--- src/rtl/mmrt_pkg.sv ---
// Shared constants, entry layout and controller/datapath types for the region table.
package mmrt_pkg;

  localparam int unsigned TABLE_DEPTH_DEF = 64;
  localparam int unsigned PS              = 12;        // page shift
  localparam int unsigned PN_W            = 64 - PS;   // page number / page count width

  // Actions
  localparam logic [2:0] ACT_CLEAR = 3'd0;
  localparam logic [2:0] ACT_E820  = 3'd1;
  localparam logic [2:0] ACT_ADD   = 3'd2;
  localparam logic [2:0] ACT_ALLOC = 3'd3;
  localparam logic [2:0] ACT_CEIL  = 3'd4;
  localparam logic [2:0] ACT_READ  = 3'd5;

  // Status codes
  localparam logic [1:0] ST_OK      = 2'd0;
  localparam logic [1:0] ST_FULL    = 2'd1;
  localparam logic [1:0] ST_NOSPACE = 2'd2;

  // Region kinds
  localparam logic [3:0] KIND_RESERVED = 4'd0;
  localparam logic [3:0] KIND_RT_CODE  = 4'd5;
  localparam logic [3:0] KIND_RT_DATA  = 4'd6;
  localparam logic [3:0] KIND_FREE     = 4'd7;
  localparam logic [3:0] KIND_ACPI     = 4'd9;
  localparam logic [3:0] KIND_NVS      = 4'd10;

  // Firmware range types
  localparam logic [31:0] FW_MEMORY = 32'd1;
  localparam logic [31:0] FW_ACPI   = 32'd3;
  localparam logic [31:0] FW_NVS    = 32'd4;

  localparam logic [63:0] ATTR_UC       = 64'h1;
  localparam logic [63:0] ATTR_WB       = 64'h8;
  localparam logic [63:0] LOW_LIMIT     = 64'h0000_0000_0010_0000;
  localparam logic [63:0] HIGH_LIMIT    = 64'h0000_0001_0000_0000;
  localparam logic [63:0] CEILING_RESET = 64'h0000_0000_FFFF_FFFF;

  typedef struct packed {
    logic [3:0]      kind;
    logic [63:0]     start;
    logic [PN_W-1:0] pages;
    logic [63:0]     attr;
  } entry_t;

  typedef enum logic [4:0] {
    DP_NOP, DP_LOAD, DP_CLEAR, DP_PREP1, DP_PREP2, DP_SCAN_INIT, DP_EVA, DP_EVB,
    DP_P1_ACC, DP_SCAN_RST, DP_P2_SLOT, DP_P2_TAIL, DP_PUSH_NEW, DP_AL_ACC, DP_AL_REM,
    DP_AL_AT, DP_AL_SPLIT, DP_AL_PUSH, DP_AL_EXACT, DP_CEIL_ACC, DP_RD_IDX, DP_RD_OUT,
    DP_SET_FULL, DP_SET_NOSPACE, DP_OUT_LOAD
  } dp_op_e;

  typedef struct packed {
    logic [2:0] action;
    logic       scan_end;
    logic       zero_pages;
    logic       exact;
    logic       tail;
    logic       brk;
    logic       add_full;
    logic       found;
    logic       alloc_exact;
    logic       tab_full;
  } dp_sts_t;

endpackage

--- src/rtl/mmrt_ctrl.sv ---
// Controller: sequences each action over the datapath and runs the channel handshakes.
module mmrt_ctrl (
  input  logic              clk_i,
  input  logic              rst_ni,
  input  logic              in_valid_i,
  output logic              in_ready_o,
  output logic              out_valid_o,
  input  logic              out_ready_i,
  input  mmrt_pkg::dp_sts_t sts_i,
  output mmrt_pkg::dp_op_e  op_o
);

  typedef enum logic [4:0] {
    S_IDLE, S_DISP, S_PREP1, S_PREP2, S_ADDCHK,
    S_P1_RD, S_P1_EVA, S_P1_EVB, S_P1_ACC, S_P1_DEC,
    S_P2_RD, S_P2_EVA, S_P2_EVB, S_P2_SLOT, S_P2_TAIL, S_PUSH,
    S_A_RD, S_A_EVA, S_A_EVB, S_A_ACC, S_A_F1, S_A_F2, S_A_F3, S_A_PUSH,
    S_C_RD, S_C_EVA, S_C_EVB, S_C_ACC, S_R_OUT, S_FIN
  } state_e;

  state_e state_q;
  logic   out_valid_q;
  logic   out_free;

  assign in_ready_o  = (state_q == S_IDLE);
  assign out_valid_o = out_valid_q;
  assign out_free    = !out_valid_q || out_ready_i;

  // Datapath command for the current state
  always_comb begin
    op_o = mmrt_pkg::DP_NOP;
    case (state_q)
      S_IDLE:   if (in_valid_i) op_o = mmrt_pkg::DP_LOAD;
      S_DISP: begin
        case (sts_i.action)
          mmrt_pkg::ACT_CLEAR: op_o = mmrt_pkg::DP_CLEAR;
          mmrt_pkg::ACT_ALLOC: op_o = mmrt_pkg::DP_SCAN_INIT;
          mmrt_pkg::ACT_CEIL:  op_o = mmrt_pkg::DP_SCAN_INIT;
          mmrt_pkg::ACT_READ:  op_o = mmrt_pkg::DP_RD_IDX;
          default:             op_o = mmrt_pkg::DP_NOP;
        endcase
      end
      S_PREP1:  op_o = mmrt_pkg::DP_PREP1;
      S_PREP2:  op_o = mmrt_pkg::DP_PREP2;
      S_ADDCHK: if (!sts_i.zero_pages) op_o = mmrt_pkg::DP_SCAN_INIT;
      S_P1_EVA, S_P2_EVA, S_A_EVA, S_C_EVA: op_o = mmrt_pkg::DP_EVA;
      S_P1_EVB, S_P2_EVB, S_A_EVB, S_C_EVB: op_o = mmrt_pkg::DP_EVB;
      S_P1_ACC: op_o = mmrt_pkg::DP_P1_ACC;
      S_P1_DEC: op_o = sts_i.add_full ? mmrt_pkg::DP_SET_FULL : mmrt_pkg::DP_SCAN_RST;
      S_P2_SLOT: op_o = mmrt_pkg::DP_P2_SLOT;
      S_P2_TAIL: op_o = mmrt_pkg::DP_P2_TAIL;
      S_PUSH:   op_o = mmrt_pkg::DP_PUSH_NEW;
      S_A_ACC:  op_o = mmrt_pkg::DP_AL_ACC;
      S_A_F1:   op_o = sts_i.found ? mmrt_pkg::DP_AL_REM : mmrt_pkg::DP_SET_NOSPACE;
      S_A_F2:   op_o = mmrt_pkg::DP_AL_AT;
      S_A_F3: begin
        if (sts_i.alloc_exact)   op_o = mmrt_pkg::DP_AL_EXACT;
        else if (sts_i.tab_full) op_o = mmrt_pkg::DP_SET_FULL;
        else                     op_o = mmrt_pkg::DP_AL_SPLIT;
      end
      S_A_PUSH: op_o = mmrt_pkg::DP_AL_PUSH;
      S_C_ACC:  op_o = mmrt_pkg::DP_CEIL_ACC;
      S_R_OUT:  op_o = mmrt_pkg::DP_RD_OUT;
      S_FIN:    if (out_free) op_o = mmrt_pkg::DP_OUT_LOAD;
      default:  op_o = mmrt_pkg::DP_NOP;
    endcase
  end

  // State and response valid
  always_ff @(posedge clk_i or negedge rst_ni) begin
    if (!rst_ni) begin
      state_q     <= S_IDLE;
      out_valid_q <= 1'b0;
    end else begin
      if (state_q == S_FIN && out_free) out_valid_q <= 1'b1;
      else if (out_ready_i)             out_valid_q <= 1'b0;
      case (state_q)
        S_IDLE: if (in_valid_i) state_q <= S_DISP;
        S_DISP: begin
          case (sts_i.action)
            mmrt_pkg::ACT_E820:  state_q <= S_PREP1;
            mmrt_pkg::ACT_ADD:   state_q <= S_ADDCHK;
            mmrt_pkg::ACT_ALLOC: state_q <= S_A_RD;
            mmrt_pkg::ACT_CEIL:  state_q <= S_C_RD;
            mmrt_pkg::ACT_READ:  state_q <= S_R_OUT;
            default:             state_q <= S_FIN;
          endcase
        end
        S_PREP1:  state_q <= S_PREP2;
        S_PREP2:  state_q <= S_ADDCHK;
        S_ADDCHK: state_q <= sts_i.zero_pages ? S_FIN : S_P1_RD;
        // counting pass
        S_P1_RD:  state_q <= sts_i.scan_end ? S_P1_DEC : S_P1_EVA;
        S_P1_EVA: state_q <= S_P1_EVB;
        S_P1_EVB: state_q <= S_P1_ACC;
        S_P1_ACC: state_q <= sts_i.exact ? S_P1_DEC : S_P1_RD;
        S_P1_DEC: state_q <= sts_i.add_full ? S_FIN : S_P2_RD;
        // writing pass
        S_P2_RD:  state_q <= sts_i.scan_end ? S_PUSH : S_P2_EVA;
        S_P2_EVA: state_q <= S_P2_EVB;
        S_P2_EVB: state_q <= S_P2_SLOT;
        S_P2_SLOT: begin
          if (sts_i.exact)     state_q <= S_FIN;
          else if (sts_i.tail) state_q <= S_P2_TAIL;
          else                 state_q <= S_P2_RD;
        end
        S_P2_TAIL: state_q <= S_P2_RD;
        S_PUSH:    state_q <= S_FIN;
        // allocation scan
        S_A_RD:  state_q <= sts_i.scan_end ? S_A_F1 : S_A_EVA;
        S_A_EVA: state_q <= S_A_EVB;
        S_A_EVB: state_q <= S_A_ACC;
        S_A_ACC: state_q <= sts_i.brk ? S_A_F1 : S_A_RD;
        S_A_F1:  state_q <= sts_i.found ? S_A_F2 : S_FIN;
        S_A_F2:  state_q <= S_A_F3;
        S_A_F3: begin
          if (sts_i.alloc_exact || sts_i.tab_full) state_q <= S_FIN;
          else                                     state_q <= S_A_PUSH;
        end
        S_A_PUSH: state_q <= S_FIN;
        // ceiling scan
        S_C_RD:  state_q <= sts_i.scan_end ? S_FIN : S_C_EVA;
        S_C_EVA: state_q <= S_C_EVB;
        S_C_EVB: state_q <= S_C_ACC;
        S_C_ACC: state_q <= S_C_RD;
        S_R_OUT: state_q <= S_FIN;
        S_FIN: begin
          if (out_free) state_q <= S_IDLE;
        end
        default: state_q <= S_IDLE;
      endcase
    end
  end

  // Checks
  a_one_load: assert property (@(posedge clk_i) disable iff (!rst_ni)
    op_o == mmrt_pkg::DP_OUT_LOAD |=> out_valid_q && state_q == S_IDLE)
    else $error("response load did not raise valid");

  a_no_accept_busy: assert property (@(posedge clk_i) disable iff (!rst_ni)
    op_o == mmrt_pkg::DP_LOAD |-> in_ready_o && in_valid_i)
    else $error("request captured outside handshake");

  a_fin_hold: assert property (@(posedge clk_i) disable iff (!rst_ni)
    state_q == S_FIN && out_valid_q && !out_ready_i |=> state_q == S_FIN)
    else $error("result dropped while output busy");

endmodule

--- config.mk ---
export PLATFORM = sky130hd
export DESIGN_NAME = mmrt_ctrl
export DESIGN_NICKNAME = d
export VERILOG_FILES = /design/src/rtl/mmrt_pkg.sv /design/src/rtl/mmrt_ctrl.sv
export SDC_FILE = /design/constraint.sdc
export NUM_CORES = 1
export LEC_CHECK = 0
export BUFFER_PORTS_ARGS = -buffer_cell sky130_fd_sc_hd__buf_2
export CORE_UTILIZATION = 35
export CTS_BUF_LIST = sky130_fd_sc_hd__clkbuf_4
export DETAILED_ROUTE_END_ITERATION = 8
export PLACE_DENSITY = 0.52
export RECOVER_POWER = 25
export SETUP_SLACK_MARGIN = 0.3
export SYNTH_ARGS = -nofsm -noshare
export SYNTH_HDL_FRONTEND = slang
export SYNTH_SLANG_ARGS = --single-unit
--- constraint.sdc ---
create_clock -name clk_i -period 2.1 [get_ports clk_i]
set_input_delay 0.42 -clock clk_i [delete_from_list [all_inputs] [get_ports clk_i]]
set_output_delay 0.42 -clock clk_i [all_outputs]
set_load 0.03 [all_outputs]
==> key figures, run 1 <==
Run status
  – Status: complete, but fails checks
  – Violated checks: negative setup slack

STA
  – Unrepaired setup endpoints after global routing: true
  – Setup WS post-layout: -0.0901 ns
  – Worst Tran Pin Value: 0.366 ns
  – Fmax: 0.457 GHz
  – Setup violations, final: 5
  – Min Tclk post-route: 2.19 ns
  – WHS: 0.466 ns
  – Slew headroom: 75.4%
  – Setup Skew: 0.0187 ns
  – Final Hold Viols: 0
  – Tcrit/Tclk final: 104%
  – Final TNS setup: -0.256 ns
  – Final Slew Violations: 0

Clocking
  – Clock sink total: 6
  – Clock Tree Buf Depth: 2
  – CTS tree: done
  – H-tree depth: 1
  – Total CTS buffers: 3
  – Root Buffer Master: clkbuf_4
  – Clk slew on worst S/H paths: 0.07 ns
  – Clock Latency Late Sink: 0.26 ns

Run
  – Max Cap Violations: 0

Setup path
  – CP Class: reg -> out
  – Crit. End Element: output port
  – CP Max Fanout: 11
  – CP startpoint kind: register
  – Worst EP arrival: 1.77 ns
  – Flop-to-flop setup slack: 0.30 ns
  – Worst EP required: 1.68 ns

Layout
  – N_diodes: 0
  – Syn-to-layout area delta: 72.8%
  – Final Util: 64.8%
  – Cell Count, Final, Fillers Out: 292
  – Share of post-route cells with drive strength above 1: 53.2%
  – Nets: 265

Route
  – Drt drc: 0
  – Routed WL: 5.65 mm
  – Wire length per cell: 19.3 µm
  – Vias per cell: 6.17
  – Initial DRC count: 138
  – Detail Route Antenna Nets: 0
  – First-pass detailed-route iteration total: 6
  – Via count: 1802

Die
  – Height of the die: 59.9 µm
  – Die area: 3590 µm²
  – Io pins: 23
  – Die X: 59.9 µm
  – Initial Util: 37.5%
  – Core box area: 3130 µm²
  – FP Rows: 20

Pwr
  – Comb pwr share: 88.7%
  – Max rail drop VDD: 1020 µV
  – Tot Pwr: 3.87 mW
  – Switch share: 51.5%
  – Int Pwr: 1.88 mW
  – Pwr Density: 1910 nW/µm²
  – Power share of the clock group: 3.7%
  – Leakage power: 0.843 nW
  – Register share of total power: 7.6%
  – NetSw: 1.99 mW

Global routing
  – First-pass GRT wire length: 8.34 mm
  – Initial antenna violation count: 0
  – GRT Total Usage: 32.1%
  – Gr ovfl total: 0
  – Largest net degree at the start of global routing: 18
  – Number of global-route vias before repair: 1608

Logic synthesis
  – Register area share after synthesis: 12.8%
  – Number of flops mapped to enable cells by yosys: 0
  – #FFs+latches synth: 6
  – Area of the mapped netlist: 1170 µm²
  – Async SR Flop Fraction: 100%
  – Syn Inst Count: 183
  – Post-Syn Nets: 199
  – Synth Warn #: 0
  – Avg Inst Size Synth: 6.41 µm²
  – Most used DFF post-synth: dfrtp_1
  – Distinct cell type count after synthesis: 47

Place
  – Port Buf Inserts: 22
  – Placed cell count: 265
  – DP Wirelength: 3.72 mm
  – Gpl congestion: 0.978

Hold path
  – Worst hold path type: in -> reg
[logic make-up (layout without fill, tap and decap cells)]
| group | after synthesis | after routing | synth area share, % |
|---|---|---|---|
| AOI/OAI and AO/OA | 74 | 74 | 42.5 |
| muxes | 1 | 1 | 0.853 |
| buffers and inverters | 20 | 85 | 8.21 |
| and+or+nand+nor | 80 | 80 | 34.0 |
| DFF | 6 | 6 | 12.8 |
| xor gates and xnor gates | 1 | 1 | 0.746 |
| adders and majority gates | 1 | 1 | 0.853 |
[layer usage]
layer  global-route usage, %  vias to the layer above  wire length (µm)
met5                       0                        -                 0
met4                    13.6                        0               194
met3                    3.68                       23               484
met2                    50.2                      103              2630
met1                    44.3                      849              2340
li1                        -                      827                 -
[power by group through the flow]
stage | Combinational, mW | Sequential, mW | Clock, mW
6_report | 3.43 | 0.294 | 0.142
3_5_place_dp | 2.33 | 0.279 | 0
3_3_place_gp | 2.36 | 0.278 | 0
2_1_floorplan | 1.55 | 0.230 | 0
4_1_cts | 3.08 | 0.298 | 0.143
5_1_grt | 3.60 | 0.299 | 0.153
[synthesized netlist by cell type, types with 2 or more instances]
master,number,area share [%]
a211oi_1,3,1.9
a21oi_1,13,5.5
a221oi_1,2,1.5
a22o_1,2,1.5
a22oi_1,4,2.6
a31oi_1,3,1.6
a32o_1,2,1.7
buf_2,11,4.7
buf_4,2,1.3
dfrtp_1,6,13
inv_1,5,1.6
nand2_1,24,7.7
nand2b_1,3,1.6
nand3_1,6,2.6
nand4_1,2,1.1
nor2_1,17,5.4
nor2b_1,8,4.3
nor3_1,4,1.7
nor4_1,4,2.1
o211ai_1,2,1.3
o21ai_0,22,9.4
o22ai_1,8,4.3
o31ai_1,4,2.6
or3_1,3,1.6
[registers in the layout, indices dropped and copies added (netlist names)]
register / cells
out_valid_o: 1
state_q: 5
[stage by stage]
step,worst slack (ns),area [µm²]
finish,-0.0901,2030
global route,-0.121,2030
CTS,-0.0450,1910
detailed placement,0.0684,1520
global placement,0.0524,1520
floorplan,0.184,1190
[path summary, 6_finish.rpt]
path	cells past startpoint	end	start
hold reg to reg	2	out_valid_o	out_valid_o
min in group asynchronous	2	out_valid_o	rst_ni
setup reg to reg	8	state_q[3]	state_q[0]
max in group asynchronous	2	state_q[3]	rst_ni
hold / removal	3	out_valid_o	out_ready_i
setup / recovery	6	op_o[2]	state_q[2]
[critical path: stages, from the launching register on]
cell and delay, ns:
dfrtp_2 0.47, buf_6 0.18, xnor2_1 0.17, nor2_1 0.07, o31ai_2 0.31, nand4_1 0.13, buf_4 0.19
[area by class of cell]
class | count | area [µm²]
Clock buffer | 4 | 30.0
Inverter | 6 | 26.3
Sequential cell | 6 | 158
Fill cell | 277 | 1100
Tap cell | 44 | 55.1
Multi-Input combinational cell | 157 | 1120
Timing Repair Buffer | 75 | 637
[layout by cell type (no fill, tap or decap), drive strengths merged, types with 2 or more instances in the layout]
| master | count |
|---|---|
| clkbuf | 5 |
| or3 | 4 |
| nand2b | 3 |
| nand4 | 2 |
| inv | 5 |
| nor3 | 4 |
| nand2 | 24 |
| nor2b | 8 |
| o22ai | 8 |
| nand3 | 6 |
| o21ai | 22 |
| a21oi | 14 |
| a221oi | 2 |
| a22oi | 4 |
| buf | 72 |
| a22o | 2 |
| a32o | 2 |
| a31oi | 3 |
| dfrtp | 6 |
| nor4 | 4 |
| a211oi | 3 |
| o31ai | 5 |
| o211ai | 2 |
| nor2 | 18 |
[repair_timing]
action	in CTS	in global routing
hold endpoints to repair	6	0
setup endpoints to repair	7	10
hold buffers	1	0
gates cloned	2	0
gates resized for setup	52	24
pin swaps	13	5
buffers inserted	14	6
(Power assumes the default switching activity.)
==> inputs of run 2 (changes only) <==
--- a/config.mk
+++ b/config.mk
@@ -5,11 +5,12 @@
 export SDC_FILE = /design/constraint.sdc
 export NUM_CORES = 1
 export LEC_CHECK = 0
-export BUFFER_PORTS_ARGS = -buffer_cell sky130_fd_sc_hd__buf_2
 export CORE_UTILIZATION = 35
 export CTS_BUF_LIST = sky130_fd_sc_hd__clkbuf_4
+export CTS_CLUSTER_SIZE = 12
 export DETAILED_ROUTE_END_ITERATION = 8
-export PLACE_DENSITY = 0.52
+export DONT_BUFFER_PORTS = 1
+export PLACE_DENSITY = 0.46
 export RECOVER_POWER = 25
 export SETUP_SLACK_MARGIN = 0.3
 export SYNTH_ARGS = -nofsm -noshare
==> key figures, run 2 (same netlist as run 1, synthesis figures left out) <==
Run status
  – Status: complete, but fails checks
  – Violated checks: negative setup slack

Pwr
  – NetSw: 1.88 mW (-5.8%)
  – Int Pwr: 1.72 mW (-8.6%)
  – Switch share: 52.2% (+0.77 points)
  – Max rail drop VDD: 951 µV (-7.1%)
  – Pwr Density: 1910 nW/µm² (+0.13%)
  – Comb pwr share: 88.4% (-0.3 points)
  – Power share of the clock group: 3.7% (about the same)
  – Register share of total power: 7.8% (+0.2 points)
  – Leakage power: 0.781 nW (-7.3%)

STA
  – Setup Skew: 0.00807 ns (-0.0106 ns)
  – Fmax: 0.470 GHz (+2.9%)
  – Unrepaired setup endpoints after global routing: true
  – Tcrit/Tclk final: 101% (-2.9 points)
  – Setup violations, final: 2 (-3)
  – Final Hold Viols: 0 (unchanged)
  – Setup WS post-layout: -0.0286 ns (+0.0615 ns)
  – Final Slew Violations: 0 (unchanged)
  – Slew headroom: 76.3% (+0.97 points)
  – Worst Tran Pin Value: 0.349 ns (-0.0167 ns)
  – Min Tclk post-route: 2.13 ns (-0.0615 ns)
  – Final TNS setup: -0.0400 ns (+0.216 ns)
  – WHS: 0.409 ns (-0.0564 ns)

Clocking
  – Root Buffer Master: clkbuf_4
  – Clock Tree Buf Depth: 2 (unchanged)
  – Clock sink total: 6 (unchanged)
  – Clock Latency Late Sink: 0.25 ns (about the same)
  – CTS tree: done
  – Clk slew on worst S/H paths: 0.06 ns (about the same)
  – Total CTS buffers: 3 (unchanged)
  – H-tree depth: 1 (unchanged)

Setup path
  – Setup crit end: state_q[2]
  – RR Startpoint: state_q[1]
  – Crit. End Element: register
  – Flop-to-flop setup slack: -0.03 ns (-0.33 ns)
  – Worst R2R Path Depth: 13 (+5)
  – Reg2reg end: state_q[2]
  – Worst EP required: 2.28 ns (+0.60 ns)
  – Worst EP arrival: 2.31 ns (+0.54 ns)
  – CP Max Fanout: 6 (-5)
  – CP Class: reg -> reg
  – CP startpoint kind: register
  – CP startpoint: state_q[1]

Hold path
  – Worst hold path type: in -> reg

Global routing
  – Largest net degree at the start of global routing: 23 (+5)
  – Initial antenna violation count: 0 (unchanged)
  – GRT Total Usage: 32.3% (+0.15 points)
  – Gr ovfl total: 0 (unchanged)
  – First-pass GRT wire length: 8.51 mm (+2.1%)
  – Number of global-route vias before repair: 1694 (+5.3%)

Place
  – DP Wirelength: 3.63 mm (-2.4%)
  – Port Buf Inserts: 0 (-100%)
  – Gpl congestion: 0.953 (-2.5%)
  – Post-Place Cell Area: 1430 µm² (-6.1%)

Layout
  – Commonest non-fill, non-tap cell in the layout: buf_4
  – Share of post-route cells with drive strength above 1: 48.5% (-4.7 points)
  – Syn-to-layout area delta: 60.2%
  – Nets: 254 (-4.2%)
  – Most frequent cells in the layout: buf_4 (50), nand2_1 (20), o21ai_0 (14), nor2_1 (13), a21oi_1 (13)
  – N_diodes: 0 (unchanged)
  – Final instance area: 1880 µm² (-7.3%)
  – Reg with most FFs: state_q
  – Number of flip-flops in the largest register: 5 (unchanged)

Route
  – Drt drc: 0 (unchanged)
  – Detail Route Antenna Nets: 0 (unchanged)
  – Wire length per cell: 20.0 µm (+3.1%)
  – Via count: 1787 (-0.83%)
  – Routed WL: 5.61 mm (-0.74%)
  – Initial DRC count: 128 (-7.2%)
  – First-pass detailed-route iteration total: 4 (-2)
  – Vias per cell: 6.36 (+3.0%)

Die
  – Height of the die: 59.9 µm (unchanged)
  – FP Rows: 20 (unchanged)
  – Core box area: 3130 µm² (unchanged)
  – Io pins: 23 (unchanged)
  – Initial Util: 37.5% (unchanged)
  – Die X: 59.9 µm (unchanged)
  – Die area: 3590 µm² (unchanged)

Run
  – Max Cap Violations: 0 (unchanged)
==> run 2: changes by cell type in the layout (fill, tap and decap cells not counted), sizes merged <==
| cell | previous run | this run |
|---|---|---|
| clkinvlp | 1 | 0 |
| bufbuf | 1 | 0 |
| buf | 72 | 63 |
| inv | 5 | 6 |
| clkbuf | 5 | 4 |
==> run 2: metrics by stage <==
stage	utilization, %	setup slack, ns	std cells	power [mW]
6_report	60.1	-0.0286	281	3.59
5_1_grt	60.1	-0.0666	281	3.77
4_1_cts	55.2	0.00684	274	3.15
3_5_place_dp	45.6	0.0331	247	2.53
3_3_place_gp	45.6	0.0167	247	2.56
2_1_floorplan	-	0.184	183	1.78
==> run 2: layer usage <==
metal  vias to the layer above  wire [µm]  global-route usage, %
met5                         -          0                      0
met4                         0        262                   14.0
li1                        798          -                      -
met2                       132       2620                   54.3
met3                        33        539                   3.90
met1                       824       2180                   41.2
==> run 2: repair_timing <==
action / CTS / global route
hold buffers: 1 / 0
buffers inserted: 22 / 7
resized for setup: 35 / 30
hold endpoints to repair: 6 / 0
endpoints found under the setup margin: 5 / 8
pin swaps: 12 / 13
==> run 2: worst min path at each step <==
stage                      startpoint           to  slack (ns)  cells past startpoint
after detailed placement       rst_ni  out_valid_o        0.12                      0
after floorplan                rst_ni  out_valid_o        0.12                      0
after global placement         rst_ni  out_valid_o        0.12                      0
after global routing      out_ready_i  out_valid_o        0.46                      2
final                     out_ready_i  out_valid_o        0.41                      2
after CTS                 out_ready_i  out_valid_o        0.41                      2
==> run 2: critical path, cell delays in order, from the launching register on <==
cell and delay, ns:
dfrtp_2 0.43, buf_6 0.14, buf_6 0.11, nor2_4 0.14, nand2_2 0.10, buf_4 0.14, buf_4 0.12, buf_4 0.12
buf_4 0.12, buf_4 0.12, buf_4 0.12, o22ai_2 0.16, a22oi_1 0.12, nand4_1 0.11
==> run 2: layout make-up <==
class	count	area (µm²)
Tap cell	44	55.1
Clock buffer	4	30.0
Timing Repair Buffer	64	538
Multi-Input combinational cell	157	1070
Sequential cell	6	158
Fill cell	297	1250
Inverter	6	27.5
==> run 2: power groups by stage <==
stage	clock network [mW]	registers, mW	logic, mW
final	0.134	0.282	3.18
after global routing	0.138	0.283	3.34
after detailed placement	0	0.278	2.25
after global placement	0	0.274	2.29
after floorplan	0	0.230	1.55
after CTS	0.134	0.271	2.74
==> inputs of run 3 (changes only) <==
--- a/config.mk
+++ b/config.mk
@@ -12,7 +12,6 @@
 export DONT_BUFFER_PORTS = 1
 export PLACE_DENSITY = 0.46
 export RECOVER_POWER = 25
-export SETUP_SLACK_MARGIN = 0.3
 export SYNTH_ARGS = -nofsm -noshare
 export SYNTH_HDL_FRONTEND = slang
 export SYNTH_SLANG_ARGS = --single-unit
==> key figures, run 3 (same netlist as run 1, synthesis figures left out) <==
Run status
  – Status: complete, but fails checks
  – Violated checks: negative setup slack

STA
  – Final Slew Violations: 0 (unchanged)
  – Slew headroom: 77.6% (+1.3 points)
  – Tcrit/Tclk final: 102% (+1.0 points)
  – Fmax: 0.465 GHz (-0.98%)
  – Final Hold Viols: 0 (unchanged)
  – Setup WS post-layout: -0.0497 ns (-0.0211 ns)
  – WHS: 0.410 ns (+0.000780 ns)
  – Worst Tran Pin Value: 0.332 ns (-0.0172 ns)
  – Min Tclk post-route: 2.15 ns (+0.0211 ns)
  – Unrepaired setup endpoints after global routing: true
  – Setup Skew: 0.00324 ns (-0.00483 ns)
  – Setup violations, final: 3 (+1)
  – Final TNS setup: -0.0999 ns (-0.0599 ns)

Setup path
  – Max incr delay on CP: 0.45 ns (+0.02 ns)
  – Flop-to-flop setup slack: 0.34 ns (+0.37 ns)
  – CP Max Fanout: 7 (+1)
  – Buffers & Inverters on Critical Path: 3 (-5)
  – CP max stage cell: dfrtp_2
  – Cell family with most CP delay: flip-flops
  – CP startpoint kind: register
  – Worst EP arrival: 1.73 ns (-0.58 ns)
  – CP Class: reg -> out
  – Worst R2R Path Depth: 6 (-7)
  – Crit. End Element: output port
  – RR Startpoint: state_q[4]
  – Reg2reg end: state_q[2]
  – Worst EP required: 1.68 ns (-0.60 ns)
  – Worst-path cell chain: buf_6 -> buf_12 -> and2_4 -> a221oi_2 -> a21oi_1 -> nor2_1 -> o211ai_1 -> buf_4

Global routing
  – Largest net degree at the start of global routing: 26 (+13%)
  – First-pass GRT wire length: 7.36 mm (-14%)
  – Gr ovfl total: 0 (unchanged)
  – Number of global-route vias before repair: 1512 (-11%)
  – GRT Total Usage: 27.5% (-4.8 points)
  – Initial antenna violation count: 0 (unchanged)

Layout
  – Nets: 225 (-11%)
  – N_diodes: 0 (unchanged)
  – Most frequent cells in the layout: buf_4 (28), nand2_1 (21), o21ai_0 (17), nor2_1 (14), a21oi_1 (13)
  – Reg with most FFs: state_q
  – Commonest non-fill, non-tap cell in the layout: buf_4
  – Share of post-route cells with drive strength above 1: 31.4% (-17 points)
  – Number of flip-flops in the largest register: 5 (unchanged)
  – Cell Count, Final, Fillers Out: 251 (-11%)
  – Syn-to-layout area delta: 33.8%

Die
  – Initial Util: 37.5% (unchanged)
  – Io pins: 23 (unchanged)
  – Core box area: 3130 µm² (unchanged)
  – FP Rows: 20 (unchanged)
  – Die X: 59.9 µm (unchanged)
  – Die area: 3590 µm² (unchanged)
  – Height of the die: 59.9 µm (unchanged)

Pwr
  – Pwr Density: 1850 nW/µm² (-3.1%)
  – Leakage power: 0.613 nW (-21%)
  – Register share of total power: 9.5% (+1.7 points)
  – Switch share: 54.8% (+2.5 points)
  – Int Pwr: 1.31 mW (-23%)
  – Power share of the clock group: 3.6% (about the same)
  – Max rail drop VDD: 692 µV (-27%)
  – Comb pwr share: 86.9% (-1.5 points)
  – NetSw: 1.59 mW (-15%)

Route
  – Initial DRC count: 97 (-24%)
  – Wire length per cell: 17.9 µm (-10%)
  – Via count: 1574 (-12%)
  – Vias per cell: 6.27 (-1.4%)
  – Detail Route Antenna Nets: 0 (unchanged)
  – Routed WL: 4.50 mm (-20%)
  – First-pass detailed-route iteration total: 5 (+1)
  – Drt drc: 0 (unchanged)

Clocking
  – Clock Tree Buf Depth: 2 (unchanged)
  – Clk slew on worst S/H paths: 0.05 ns (about the same)
  – H-tree depth: 1 (unchanged)
  – Root Buffer Master: clkbuf_4
  – Total CTS buffers: 3 (unchanged)
  – Clock Latency Late Sink: 0.24 ns (about the same)
  – CTS tree: done
  – Clock sink total: 6 (unchanged)

Place
  – Port Buf Inserts: 0 (unchanged)
  – Gpl congestion: 0.917 (-3.9%)
  – DP Wirelength: 3.39 mm (-6.8%)
  – Placed cell count: 240 (-2.8%)

Run
  – Max Cap Violations: 0 (unchanged)

Hold path
  – Hold path cells: 2 (unchanged)
  – Worst hold path type: in -> reg
  – Worst Hold Path EP: out_valid_o
  – Hold wc startpoint: out_ready_i
## run 3: cell count changes in the layout (fill, tap and decap cells not counted), sizes merged
cell,before,now
buf,63,34
clkbuf,4,3
## run 3: what timing repair did
| action | CTS | global route |
|---|---|---|
| buffers inserted | 7 | 0 |
| hold buffers | 1 | 0 |
| pin swaps | 4 | 1 |
| hold endpoints to repair | 6 | 0 |
| setup endpoints to repair | 5 | 5 |
| resized for setup | 19 | 11 |
## run 3: power by group through the flow
| stage | combinational (mW) | sequential (mW) | clock [mW] |
|---|---|---|---|
| finish | 2.52 | 0.275 | 0.105 |
| global route | 2.70 | 0.285 | 0.117 |
| CTS | 2.43 | 0.262 | 0.108 |
| detailed placement | 2.23 | 0.258 | 0 |
| global placement | 2.24 | 0.253 | 0 |
| floorplan | 1.51 | 0.227 | 0 |
## run 3: worst max-delay path by stage
stage                          start       to  slack, ns  depth (start not counted)
after floorplan           state_q[0]  op_o[0]       0.08                          6
after global routing      state_q[1]  op_o[0]      -0.14                          8
after CTS                 state_q[1]  op_o[0]      -0.05                          8
after detailed placement  state_q[4]  op_o[1]       0.08                          5
after global placement    state_q[4]  op_o[1]       0.07                          5
final                     state_q[1]  op_o[0]      -0.05                          8
## run 3: per-stage QoR
stage	power [mW]	util, %	setup slack (ns)	cell area, µm²
floorplan	1.74	-	0.0842	1170
global placement	2.49	44.6	0.0691	1400
detailed placement	2.48	44.6	0.0775	1400
CTS	2.80	49.5	-0.0501	1550
global route	3.10	50.2	-0.144	1570
finish	2.90	50.2	-0.0497	1570
## run 3: cell type report
type / count / area (µm²)
multi-input cells: 157 / 993
repair buffers: 35 / 323
fillers: 308 / 1560
clock buffers: 3 / 22.5
flip-flops and latches: 6 / 154
inverters: 6 / 22.5
well taps: 44 / 55.1
## run 3: routing by layer
layer | track usage [%] | routed length, µm | part of all wire [%] | vias up
li1 | - | - | - | 746
met1 | 37.7 | 1860 | 41 | 710
met2 | 44.0 | 2090 | 46 | 114
met3 | 5.19 | 519 | 12 | 4
met4 | 6.98 | 34 | 0.75 | 0
met5 | 0 | 0 | 0 | -
